`src/design/ufs_pkg.sv`:
```
package ufs_pkg;

	typedef struct packed {
		logic [7:0] in_byte;
		logic       is_end;
	} url_req_t;

	typedef struct packed {
		logic [7:0] out_byte;
		logic [2:0] field_tag;
		logic       byte_valid;
		logic       done_res;
		logic [2:0] status;
		logic       last_of_run;
	} seg_res_t;

	typedef enum logic [3:0] {
		PH_SCHEME     = 4'd0,
		PH_SCHEME_BAD = 4'd1,
		PH_SLASH1     = 4'd2,
		PH_SLASH2     = 4'd3,
		PH_AUTH       = 4'd4,
		PH_HOST       = 4'd5,
		PH_PORT       = 4'd6,
		PH_PATH       = 4'd7,
		PH_QUERY      = 4'd8,
		PH_FRAG       = 4'd9,
		PH_ERR        = 4'd10
	} phase_t;

	typedef enum logic {
		SQ_RUN,
		SQ_REPLAY
	} seq_t;

	typedef enum logic [1:0] {
		RK_USER,
		RK_HOST,
		RK_END
	} kind_t;

	localparam logic [2:0] TAG_SCHEME = 3'd0;
	localparam logic [2:0] TAG_USER   = 3'd1;
	localparam logic [2:0] TAG_PASS   = 3'd2;
	localparam logic [2:0] TAG_HOST   = 3'd3;
	localparam logic [2:0] TAG_PORT   = 3'd4;
	localparam logic [2:0] TAG_PATH   = 3'd5;
	localparam logic [2:0] TAG_QUERY  = 3'd6;
	localparam logic [2:0] TAG_FRAG   = 3'd7;

	localparam logic [2:0] ST_OK         = 3'd0;
	localparam logic [2:0] ST_BAD_SCHEME = 3'd1;
	localparam logic [2:0] ST_NO_COLON   = 3'd2;
	localparam logic [2:0] ST_NO_SLASH   = 3'd3;
	localparam logic [2:0] ST_EMPTY_HOST = 3'd4;
	localparam logic [2:0] ST_BAD_AFTER  = 3'd5;
	localparam logic [2:0] ST_OVERFLOW   = 3'd6;

	localparam logic [7:0] CH_PLUS     = 8'h2B;
	localparam logic [7:0] CH_MINUS    = 8'h2D;
	localparam logic [7:0] CH_DOT      = 8'h2E;
	localparam logic [7:0] CH_COLON    = 8'h3A;
	localparam logic [7:0] CH_AT       = 8'h40;
	localparam logic [7:0] CH_SLASH    = 8'h2F;
	localparam logic [7:0] CH_LBR      = 8'h5B;
	localparam logic [7:0] CH_RBR      = 8'h5D;
	localparam logic [7:0] CH_QMARK    = 8'h3F;
	localparam logic [7:0] CH_HASH     = 8'h23;
	localparam logic [7:0] CH_UPPER_A  = 8'h41;
	localparam logic [7:0] CH_UPPER_Z  = 8'h5A;
	localparam logic [7:0] CH_LOWER_A  = 8'h61;
	localparam logic [7:0] CH_LOWER_Z  = 8'h7A;
	localparam logic [7:0] CASE_OFFSET = 8'h20;

	typedef struct packed {
		logic colon;
		logic slash;
		logic at;
		logic lbr;
		logic rbr;
		logic qmark;
		logic hash;
		logic scheme_ok;
	} byte_cls_t;

	typedef struct packed {
		byte_cls_t cls;
		logic      is_end;
		logic      full;
		logic      more;
		logic      rv;
		logic      pend_ok;
	} dp_stat_t;

	typedef struct packed {
		logic       step;
		logic       emit;
		logic       lower;
		logic [2:0] tag;
		logic       done;
		logic [2:0] status;
		logic       run_end;
		logic       wr;
		logic       clr_cnt;
		logic       rd_start;
		logic       rd_go;
	} dp_cmd_t;

endpackage

```
`src/design/ufs_ram.sv`:
```
module ufs_ram #(
	parameter int WIDTH = 8,
	parameter int DEPTH = 32
) (
	input  logic                     clk,
	input  logic                     we,
	input  logic [$clog2(DEPTH)-1:0] waddr,
	input  logic [WIDTH-1:0]         wdata,
	input  logic                     re,
	input  logic [$clog2(DEPTH)-1:0] raddr,
	output logic [WIDTH-1:0]         rdata
);

	logic [WIDTH-1:0] mem [DEPTH];

	always_ff @(posedge clk) begin
		if (we) begin
			mem[waddr] <= wdata;
		end
		if (re) begin
			rdata <= mem[raddr];
		end
	end

endmodule

```
`src/design/ufs_dp.sv`:
```
module ufs_dp import ufs_pkg::*; #(
	parameter int AUTH_DEPTH = 32
) (
	input  logic     clk,
	input  logic     arst_n,
	input  url_req_t url_data,
	input  logic     replay,
	input  dp_cmd_t  cmd,
	output dp_stat_t stat,
	output logic     seg_valid,
	input  logic     seg_stall,
	output seg_res_t seg_data
);

	localparam int AW = $clog2(AUTH_DEPTH);
	localparam int CW = $clog2(AUTH_DEPTH + 1);

	logic [CW-1:0] cnt_q;
	logic [CW-1:0] rd_ptr_q;
	logic          rv_q;
	logic [7:0]    rd_data;
	logic [7:0]    cur;
	logic          is_upper;
	logic          is_lower;
	logic          more;
	logic          re;
	logic          out_v_q;
	logic          pend_v_q;
	seg_res_t      out_q;
	seg_res_t      pend_q;
	seg_res_t      new_r;
	logic          new_v;
	logic          out_free;
	logic          pend_move;

	assign cur      = !replay ? url_data.in_byte : (rv_q ? rd_data : CH_SLASH);
	assign is_upper = (cur >= CH_UPPER_A) && (cur <= CH_UPPER_Z);
	assign is_lower = (cur >= CH_LOWER_A) && (cur <= CH_LOWER_Z);
	assign more     = rd_ptr_q < cnt_q;
	assign re       = cmd.step && cmd.rd_go && more;

	ufs_ram #(
		.WIDTH(8),
		.DEPTH(AUTH_DEPTH)
	) u_store (
		.clk  (clk),
		.we   (cmd.step && cmd.wr),
		.waddr(cnt_q[AW-1:0]),
		.wdata(url_data.in_byte),
		.re   (re),
		.raddr(rd_ptr_q[AW-1:0]),
		.rdata(rd_data)
	);

	assign out_free  = !out_v_q || !seg_stall;
	assign new_v     = cmd.step && (cmd.emit || cmd.done);
	assign pend_move = pend_v_q && out_free && (pend_q.last_of_run || new_v);

	always_comb begin
		stat.cls.colon     = cur == CH_COLON;
		stat.cls.slash     = cur == CH_SLASH;
		stat.cls.at        = cur == CH_AT;
		stat.cls.lbr       = cur == CH_LBR;
		stat.cls.rbr       = cur == CH_RBR;
		stat.cls.qmark     = cur == CH_QMARK;
		stat.cls.hash      = cur == CH_HASH;
		stat.cls.scheme_ok = is_upper || is_lower || (cur == CH_PLUS) ||
			(cur == CH_MINUS) || (cur == CH_DOT);
		stat.is_end        = url_data.is_end;
		stat.full          = cnt_q == CW'(AUTH_DEPTH);
		stat.more          = more;
		stat.rv            = rv_q;
		stat.pend_ok       = !pend_v_q || out_free;
	end

	always_comb begin
		new_r.out_byte    = cmd.done ? '0 :
			((cmd.lower && is_upper) ? cur + CASE_OFFSET : cur);
		new_r.field_tag   = cmd.done ? TAG_SCHEME : cmd.tag;
		new_r.byte_valid  = !cmd.done;
		new_r.done_res    = cmd.done;
		new_r.status      = cmd.done ? cmd.status : ST_OK;
		new_r.last_of_run = cmd.run_end;
	end

	always_ff @(posedge clk or negedge arst_n) begin
		if (!arst_n) begin
			cnt_q    <= '0;
			rd_ptr_q <= '0;
			rv_q     <= 1'b0;
			out_v_q  <= 1'b0;
			pend_v_q <= 1'b0;
		end else begin
			if (cmd.step && cmd.clr_cnt) begin
				cnt_q <= '0;
			end else if (cmd.step && cmd.wr) begin
				cnt_q <= cnt_q + CW'(1);
			end
			if (cmd.step && cmd.rd_start) begin
				rd_ptr_q <= '0;
				rv_q     <= 1'b0;
			end else if (cmd.step && cmd.rd_go) begin
				rv_q <= more;
				if (more) begin
					rd_ptr_q <= rd_ptr_q + CW'(1);
				end
			end
			if (pend_move) begin
				out_v_q <= 1'b1;
			end else if (out_free) begin
				out_v_q <= 1'b0;
			end
			if (new_v) begin
				pend_v_q <= 1'b1;
			end else if (pend_move) begin
				pend_v_q <= 1'b0;
			end
		end
	end

	always_ff @(posedge clk) begin
		if (new_v) begin
			pend_q <= new_r;
		end else if (cmd.step && cmd.run_end && pend_v_q) begin
			pend_q.last_of_run <= 1'b1;
		end
		if (pend_move) begin
			out_q <= pend_q;
		end
	end

	assign seg_valid = out_v_q;
	assign seg_data  = out_q;

endmodule

```
`src/design/ufs_ctrl.sv`:
```
module ufs_ctrl import ufs_pkg::*; (
	input  logic     clk,
	input  logic     arst_n,
	input  logic     url_valid,
	output logic     url_stall,
	output logic     replay,
	input  dp_stat_t stat,
	output dp_cmd_t  cmd
);

	phase_t     phase_q, phase_d;
	seq_t       seq_q, seq_d;
	kind_t      kind_q, kind_d;
	logic       split_q, split_d;
	logic       bm_q, bm_d;
	logic       bc_q, bc_d;
	logic       hn_q, hn_d;
	logic [2:0] err_q, err_d;

	phase_t     f_phase;
	logic       f_bm;
	logic       f_bc;
	logic       f_hn;
	logic [2:0] f_err;
	logic       f_emit;
	logic [2:0] f_tag;

	function automatic logic [2:0] end_status(phase_t p, logic hn, logic [2:0] e);
		logic [2:0] s;
		unique case (p) inside
			PH_SCHEME, PH_SCHEME_BAD: s = ST_NO_COLON;
			PH_SLASH1, PH_SLASH2:     s = ST_NO_SLASH;
			PH_HOST:                  s = hn ? ST_OK : ST_EMPTY_HOST;
			PH_PORT, PH_PATH, PH_QUERY, PH_FRAG: s = ST_OK;
			default:                  s = e;
		endcase
		return s;
	endfunction

	assign url_stall = !((seq_q == SQ_RUN) && stat.pend_ok);
	assign replay    = seq_q == SQ_REPLAY;

	always_ff @(posedge clk or negedge arst_n) begin
		if (!arst_n) begin
			phase_q <= PH_SCHEME;
			seq_q   <= SQ_RUN;
			kind_q  <= RK_USER;
			split_q <= 1'b0;
			bm_q    <= 1'b0;
			bc_q    <= 1'b0;
			hn_q    <= 1'b0;
			err_q   <= ST_OK;
		end else begin
			phase_q <= phase_d;
			seq_q   <= seq_d;
			kind_q  <= kind_d;
			split_q <= split_d;
			bm_q    <= bm_d;
			bc_q    <= bc_d;
			hn_q    <= hn_d;
			err_q   <= err_d;
		end
	end

	// host, port, path, query and fragment byte handling
	always_comb begin
		f_phase = phase_q;
		f_bm    = bm_q;
		f_bc    = bc_q;
		f_hn    = hn_q;
		f_err   = err_q;
		f_emit  = 1'b0;
		f_tag   = TAG_HOST;
		unique case (phase_q)
			PH_HOST: begin
				if (bm_q && !bc_q) begin
					f_emit = 1'b1;
					if (stat.cls.rbr) begin
						f_bc = 1'b1;
					end
				end else if (bc_q) begin
					if (stat.cls.colon) begin
						f_phase = PH_PORT;
					end else if (stat.cls.slash) begin
						f_phase = PH_PATH;
					end else begin
						f_phase = PH_ERR;
						f_err   = ST_BAD_AFTER;
					end
				end else if (stat.cls.colon || stat.cls.slash) begin
					if (!hn_q) begin
						f_phase = PH_ERR;
						f_err   = ST_EMPTY_HOST;
					end else begin
						f_phase = stat.cls.colon ? PH_PORT : PH_PATH;
					end
				end else begin
					if (!hn_q && stat.cls.lbr) begin
						f_bm = 1'b1;
					end
					f_emit = 1'b1;
					f_hn   = 1'b1;
				end
			end
			PH_PORT: begin
				f_tag = TAG_PORT;
				if (stat.cls.slash) begin
					f_phase = PH_PATH;
				end else begin
					f_emit = 1'b1;
				end
			end
			PH_PATH: begin
				f_tag = TAG_PATH;
				if (stat.cls.qmark) begin
					f_phase = PH_QUERY;
				end else if (stat.cls.hash) begin
					f_phase = PH_FRAG;
				end else begin
					f_emit = 1'b1;
				end
			end
			PH_QUERY: begin
				f_tag = TAG_QUERY;
				if (stat.cls.hash) begin
					f_phase = PH_FRAG;
				end else begin
					f_emit = 1'b1;
				end
			end
			PH_FRAG: begin
				f_tag  = TAG_FRAG;
				f_emit = 1'b1;
			end
			default: begin
			end
		endcase
	end

	always_comb begin
		phase_d = phase_q;
		seq_d   = seq_q;
		kind_d  = kind_q;
		split_d = split_q;
		bm_d    = bm_q;
		bc_d    = bc_q;
		hn_d    = hn_q;
		err_d   = err_q;
		cmd     = '0;
		unique case (seq_q)
			SQ_RUN: begin
				if (url_valid && stat.pend_ok) begin
					cmd.step    = 1'b1;
					cmd.run_end = 1'b1;
					if (stat.is_end) begin
						if (phase_q == PH_AUTH) begin
							cmd.run_end  = 1'b0;
							cmd.rd_start = 1'b1;
							seq_d        = SQ_REPLAY;
							kind_d       = RK_END;
							phase_d      = PH_HOST;
							bm_d         = 1'b0;
							bc_d         = 1'b0;
							hn_d         = 1'b0;
						end else begin
							cmd.done    = 1'b1;
							cmd.status  = end_status(phase_q, hn_q, err_q);
							cmd.clr_cnt = 1'b1;
							phase_d     = PH_SCHEME;
							err_d       = ST_OK;
							bm_d        = 1'b0;
							bc_d        = 1'b0;
							hn_d        = 1'b0;
						end
					end else begin
						unique case (phase_q)
							PH_SCHEME: begin
								if (stat.cls.colon) begin
									phase_d = PH_SLASH1;
								end else if (stat.cls.scheme_ok) begin
									cmd.emit  = 1'b1;
									cmd.lower = 1'b1;
									cmd.tag   = TAG_SCHEME;
								end else begin
									phase_d = PH_SCHEME_BAD;
								end
							end
							PH_SCHEME_BAD: begin
								if (stat.cls.colon) begin
									phase_d = PH_ERR;
									err_d   = ST_BAD_SCHEME;
								end
							end
							PH_SLASH1: begin
								if (stat.cls.slash) begin
									phase_d = PH_SLASH2;
								end else begin
									phase_d = PH_ERR;
									err_d   = ST_NO_SLASH;
								end
							end
							PH_SLASH2: begin
								if (stat.cls.slash) begin
									phase_d     = PH_AUTH;
									cmd.clr_cnt = 1'b1;
								end else begin
									phase_d = PH_ERR;
									err_d   = ST_NO_SLASH;
								end
							end
							PH_AUTH: begin
								if (stat.cls.at) begin
									cmd.run_end  = 1'b0;
									cmd.rd_start = 1'b1;
									seq_d        = SQ_REPLAY;
									kind_d       = RK_USER;
									split_d      = 1'b0;
								end else if (stat.cls.slash) begin
									cmd.run_end  = 1'b0;
									cmd.rd_start = 1'b1;
									seq_d        = SQ_REPLAY;
									kind_d       = RK_HOST;
									phase_d      = PH_HOST;
									bm_d         = 1'b0;
									bc_d         = 1'b0;
									hn_d         = 1'b0;
								end else if (stat.full) begin
									phase_d = PH_ERR;
									err_d   = ST_OVERFLOW;
								end else begin
									cmd.wr = 1'b1;
								end
							end
							PH_HOST, PH_PORT, PH_PATH, PH_QUERY, PH_FRAG: begin
								phase_d  = f_phase;
								bm_d     = f_bm;
								bc_d     = f_bc;
								hn_d     = f_hn;
								err_d    = f_err;
								cmd.emit = f_emit;
								cmd.tag  = f_tag;
							end
							default: begin
								phase_d = PH_ERR;
							end
						endcase
					end
				end
			end
			SQ_REPLAY: begin
				if (stat.pend_ok) begin
					cmd.step = 1'b1;
					if (stat.rv) begin
						cmd.rd_go = 1'b1;
						if (kind_q == RK_USER) begin
							if (!split_q && stat.cls.colon) begin
								split_d = 1'b1;
							end else begin
								cmd.emit = 1'b1;
								cmd.tag  = split_q ? TAG_PASS : TAG_USER;
							end
						end else begin
							phase_d  = f_phase;
							bm_d     = f_bm;
							bc_d     = f_bc;
							hn_d     = f_hn;
							err_d    = f_err;
							cmd.emit = f_emit;
							cmd.tag  = f_tag;
						end
					end else if (stat.more) begin
						cmd.rd_go = 1'b1;
					end else begin
						cmd.run_end = 1'b1;
						cmd.clr_cnt = 1'b1;
						seq_d       = SQ_RUN;
						unique case (kind_q)
							RK_USER: begin
								phase_d = PH_HOST;
								bm_d    = 1'b0;
								bc_d    = 1'b0;
								hn_d    = 1'b0;
							end
							RK_HOST: begin
								phase_d  = f_phase;
								bm_d     = f_bm;
								bc_d     = f_bc;
								hn_d     = f_hn;
								err_d    = f_err;
								cmd.emit = f_emit;
								cmd.tag  = f_tag;
							end
							default: begin
								cmd.done   = 1'b1;
								cmd.status = end_status(phase_q, hn_q, err_q);
								phase_d    = PH_SCHEME;
								err_d      = ST_OK;
								bm_d       = 1'b0;
								bc_d       = 1'b0;
								hn_d       = 1'b0;
							end
						endcase
					end
				end
			end
			default: begin
				seq_d = SQ_RUN;
			end
		endcase
	end

endmodule

```
`src/design/url_field_splitter.sv`:
```
// Channel | Handshake             | Payload
// url     | url_valid / url_stall | url_data (url_req_t): in_byte, is_end
// seg     | seg_valid / seg_stall | seg_data (seg_res_t): one tagged byte or done
//
// One byte per cycle outside the authority part while seg is not stalled.
// After '@', '/' or the end marker closes an authority, url_stall holds
// while the authority RAM's registered read port replays the stored bytes,
// one per cycle while seg is not stalled.
// Reset clears all control state; authority RAM contents are never read past
// the fill count. A pending slot plus the output register decouple seg_stall.
module url_field_splitter import ufs_pkg::*; #(
	parameter int AUTH_DEPTH = 32
) (
	input  logic     clk,
	input  logic     arst_n,
	input  logic     url_valid,
	output logic     url_stall,
	input  url_req_t url_data,
	output logic     seg_valid,
	input  logic     seg_stall,
	output seg_res_t seg_data
);

	dp_cmd_t  cmd;
	dp_stat_t stat;
	logic     replay;

	ufs_ctrl u_ctrl (
		.clk      (clk),
		.arst_n   (arst_n),
		.url_valid(url_valid),
		.url_stall(url_stall),
		.replay   (replay),
		.stat     (stat),
		.cmd      (cmd)
	);

	ufs_dp #(
		.AUTH_DEPTH(AUTH_DEPTH)
	) u_dp (
		.clk      (clk),
		.arst_n   (arst_n),
		.url_data (url_data),
		.replay   (replay),
		.cmd      (cmd),
		.stat     (stat),
		.seg_valid(seg_valid),
		.seg_stall(seg_stall),
		.seg_data (seg_data)
	);

endmodule

```
`config.mk`:
```
export PLATFORM = sky130hd
export DESIGN_NAME = url_field_splitter
export DESIGN_NICKNAME = d
export VERILOG_FILES = /design/src/design/ufs_pkg.sv /design/src/design/ufs_ram.sv /design/src/design/ufs_dp.sv /design/src/design/ufs_ctrl.sv /design/src/design/url_field_splitter.sv
export SDC_FILE = /design/constraint.sdc
export NUM_CORES = 1
export LEC_CHECK = 0
export ABC_AREA = 1
export BUFFER_PORTS_ARGS = -buffer_cell sky130_fd_sc_hd__buf_2
export CORE_ASPECT_RATIO = 0.7
export CORE_UTILIZATION = 55
export CTS_CLUSTER_DIAMETER = 40
export CTS_CLUSTER_SIZE = 24
export DETAILED_ROUTE_END_ITERATION = 8
export GPL_TIMING_DRIVEN = 0
export PLACE_DENSITY = 0.67
export SLEW_MARGIN = 20
export SYNTH_ARGS = -nofsm -noshare
export SYNTH_HDL_FRONTEND = slang
export SYNTH_HIERARCHICAL = 1
export SYNTH_SLANG_ARGS = --single-unit
export TNS_END_PERCENT = 20
```
`constraint.sdc`:
```
create_clock -name clk -period 5.4 [get_ports clk]
set_input_delay 0.27 -clock clk [delete_from_list [all_inputs] [get_ports clk]]
set_output_delay 0.27 -clock clk [all_outputs]
set_load 0.005 [all_outputs]
```
==> results.json <==
{
  "relSlewSlack": 0.334,
  "clock.fmax_mhz": 207,
  "synth_top_area_frac": 0.595,
  "track_usage": 0.296,
  "p_switching_w": 0.00279,
  "crit_type": "register to register",
  "drc": 0,
  "status": "finished clean",
  "clk_pin_slew_ps": 70,
  "start_util": 0.562,
  "synth_area_leaders": "edfxtp_1, nand2_1, nand3_1",
  "rr_startpoint": "u_dp/cnt_q[4]$_DFFE_PN0P_",
  "grt_max_degree": 35,
  "final-hold-violation-count": 0,
  "placed_area_um2": 15700,
  "clock_sinks": 327,
  "synthTopCellsByCount": "nand2_1, edfxtp_1, nand3_1, nor2_1, inv_1",
  "fin_crit_sh": 0.895,
  "synth_top_area_cell": "edfxtp_1",
  "cts_root_buffer": "clkbuf_16",
  "yosysUniqueCellTypes": 44,
  "max_cap_violations": 0,
  "cp_slowest_cell": "o21ai_1",
  "diodes": 0,
  "p_seq_frac": 0.377,
  "io-pin-count": 32,
  "peakVddDrop_v": 0.000287,
  "p_int_w": 0.00513,
  "cts_tree": "yes",
  "mappedNetlistArea_um2": 15000,
  "viasPerCell": 5.80,
  "syn_avg_cell_area_um2": 10.2,
  "pwr_density_cell_nw_per_um2": 468,
  "globalplace.congestion": 0.990,
  "fillCellCount": 2241,
  "antenna_found_initial": 0,
  "yosysSeqAreaShare": 0.643,
  "arrival_ps": 4990,
  "synth-edff-count": 298,
  "drt_pass1_iterations": 5,
  "synthArstFlopShare": 0.0887,
  "worstPathMaxFanout": 17,
  "finalMaxSlewViolations": 0,
  "portBuffers": 30,
  "die-height_um": 140,
  "holdWs_ps": 74.7,
  "grt_pass1_vias": 10000,
  "drive_gt1_frac": 0.128,
  "grt_first_pass_wirelength_um": 60200,
  "ant_nets": 0,
  "numCtsBuffers": 35,
  "vias": 11200,
  "cts_buffer_depth": 3,
  "finalInstanceArea_um2": 16900,
  "p_total_w": 0.00792,
  "crit_top_cell": "inv_1",
  "area.sequential_um2": 9670,
  "hold_path_class": "input port to register",
  "hpwl_um": 27600,
  "multi_input_area_um2": 4560,
  "power.leakage_nw": 6.65,
  "core-area_um2": 26800,
  "p_comb_frac": 0.297,
  "switching_share": 0.352,
  "rsz0062_at_grt": "no",
  "clock_latency_ps": 540,
  "synthesis.nets": 1501,
  "crit_buf_inv": 6,
  "finalSetupTns_ps": 0,
  "synth_flop_cell": "edfxtp_1",
  "cts.htree.levels": 2,
  "p_clk_frac": 0.325,
  "wl_um": 40100,
  "period_needed_ps": 4830,
  "crit_path_end_kind": "register",
  "startpoint": "u_dp/cnt_q[4]$_DFFE_PN0P_",
  "netlist_instances": 1479,
  "fin_nets": 1570,
  "hold_start": "url_data[0]",
  "synthToLayoutAreaGrowth_pct": 12.7,
  "fp.dieW_um": 200,
  "cp_cell_sequence": "inv_1 -> ha_1 -> nand2_1 -> nor2_1 -> o21ai_0 -> nand2_1 -> inv_1 -> buf_4 -> nor2_1 -> inv_1 -> nor2_1 -> inv_1 -> o21ai_1 -> o21ai_0 -> inv_1 -> o21ai_0 -> nor2_4",
  "setup.worst_path.start_class": "register",
  "worst_slew_pin_slew_ps": 992,
  "num_rows": 50,
  "ys.warnings.count": 6,
  "required_ps": 5560,
  "die_area_um2": 28000,
  "setup_violations": 0,
  "crit_path_max_incr_delay_ps": 770,
  "drt_iter0_drc": 1539,
  "skew_ps": 25.3,
  "synth.most_common_cell": "nand2_1",
  "critical_path.top_delay_family": "compound AO/OA/AOI/OAI gates",
  "wl_per_cell_um": 20.7,
  "cts_setup_buffers": 0,
  "grt_overflow": 0,
  "yosys_register_bits": 327
}
## worst register-to-register path, delay by kind of cell (launching register included)
kind	cells	cell delay [ps]
AO/OA/AOI/OAI	4	1530
flip-flops	1	510
adder cells (fa/ha/maj)	1	320
AND/OR/NAND/NOR	6	990
buffers and inverters	6	1090
## timing repair
action                                  in CTS  in global routing
hold endpoints to repair                    30                  0
gates resized for setup                      0                  1
endpoints found under the setup margin       0                 17
hold buffers                                 2                  0
## power by group through the flow
stage / clock network [W] / logic (W) / registers [W]
after global placement: 0 / 0.00225 / 0.00304
after CTS: 0.00261 / 0.00230 / 0.00299
final: 0.00258 / 0.00235 / 0.00299
after global routing: 0.00271 / 0.00259 / 0.00300
after detailed placement: 0 / 0.00228 / 0.00304
after floorplan: 0 / 0.00156 / 0.00303
## flip-flops by register name, indices dropped and copies added, names as in the netlist, 2 cells and up
register,cells
u_ctrl/phase_q,4
u_dp/u_store/rdata,8
u_dp/seg_data,17
u_dp/rd_ptr_q,6
u_ctrl/err_q,3
u_dp/pend_q,17
u_dp/cnt_q,6
u_dp/u_store/mem,256
u_ctrl/kind_q,2
## cell families after synthesis
| kind of cell | count (synthesis) | synth area share |
|---|---|---|
| and+or+nand+nor | 908 | 0.262 |
| DFF | 327 | 0.643 |
| buffers and inverters | 155 | 0.0545 |
| adders and majority gates | 9 | 0.00749 |
| AOI/OAI and AO/OA | 78 | 0.0319 |
| xor gates and xnor gates | 2 | 0.00116 |
## cell type report
| class | instances | share of cell area |
|---|---|---|
| Sequential cell | 327 | 0.571 |
| Multi-Input combinational cell | 997 | 0.269 |
| Clock buffer | 39 | 0.0551 |
| Buffer | 59 | 0.0271 |
| Tap cell | 364 | 0.0269 |
| Inverter | 96 | 0.0213 |
| Clock inverter | 24 | 0.0193 |
| Timing Repair Buffer | 32 | 0.0100 |
## metal layers
layer | wire length (um) | track usage | share of wire | up-vias
met4 | 472 | 0.0562 | 0.012 | 0
li1 | - | - | - | 5172
met3 | 5080 | 0.0754 | 0.13 | 41
met5 | 0 | 0 | 0 | -
met1 | 18900 | 0.498 | 0.47 | 5435
met2 | 15600 | 0.379 | 0.39 | 586
## stage by stage
step                       util  worst slack [ps]  std cells
after floorplan               -              1500       1479
after global placement    0.584               234       1873
after detailed placement  0.585               429       1873
after CTS                 0.633               385       1938
after global routing      0.633               152       1938
final                     0.633               566       1938
## placed cells by master (no fill, tap or decap), types with 3 or more instances in the layout
master and n:
clkinvlp_4 3, buf_4 8, inv_1 84, nand2_2 12, nand3_1 247, nand4_1 4, inv_6 3, o21ai_0 28
dfrtp_1 29, edfxtp_1 298, nor3_1 10, clkinv_4 3, ha_1 9, nand3b_1 3, clkbuf_16 37, buf_2 46
or2_2 3, nand2_4 5, o211ai_1 5, inv_2 12, a21oi_1 22, nor2_4 6, nand2_1 496, buf_6 25
clkinv_8 3, nor2_1 100, nor2_2 13, clkbuf_1 10, nand3_2 5, bufinv_16 4, inv_12 3, o21ai_1 5
## path summary, 6_finish.rpt
check | to | slack (ps) | cells after the start
setup / recovery | u_dp/seg_data[11]$_DFFE_PP_ | 570 | 17
hold / removal | u_ctrl/kind_q[0]$_DFFE_PN0P_ | 70 | 4
setup reg to reg | u_dp/seg_data[11]$_DFFE_PP_ | 570 | 17
hold reg to reg | u_dp/seg_data[9]$_DFFE_PP_ | 420 | 0
max in group asynchronous | u_dp/rd_ptr_q[1]$_DFFE_PN0P_ | 4590 | 2
min in group asynchronous | u_ctrl/bm_q$_DFFE_PN0P_ | 330 | 2
Note: power is estimated with default switching activity, not from simulation.
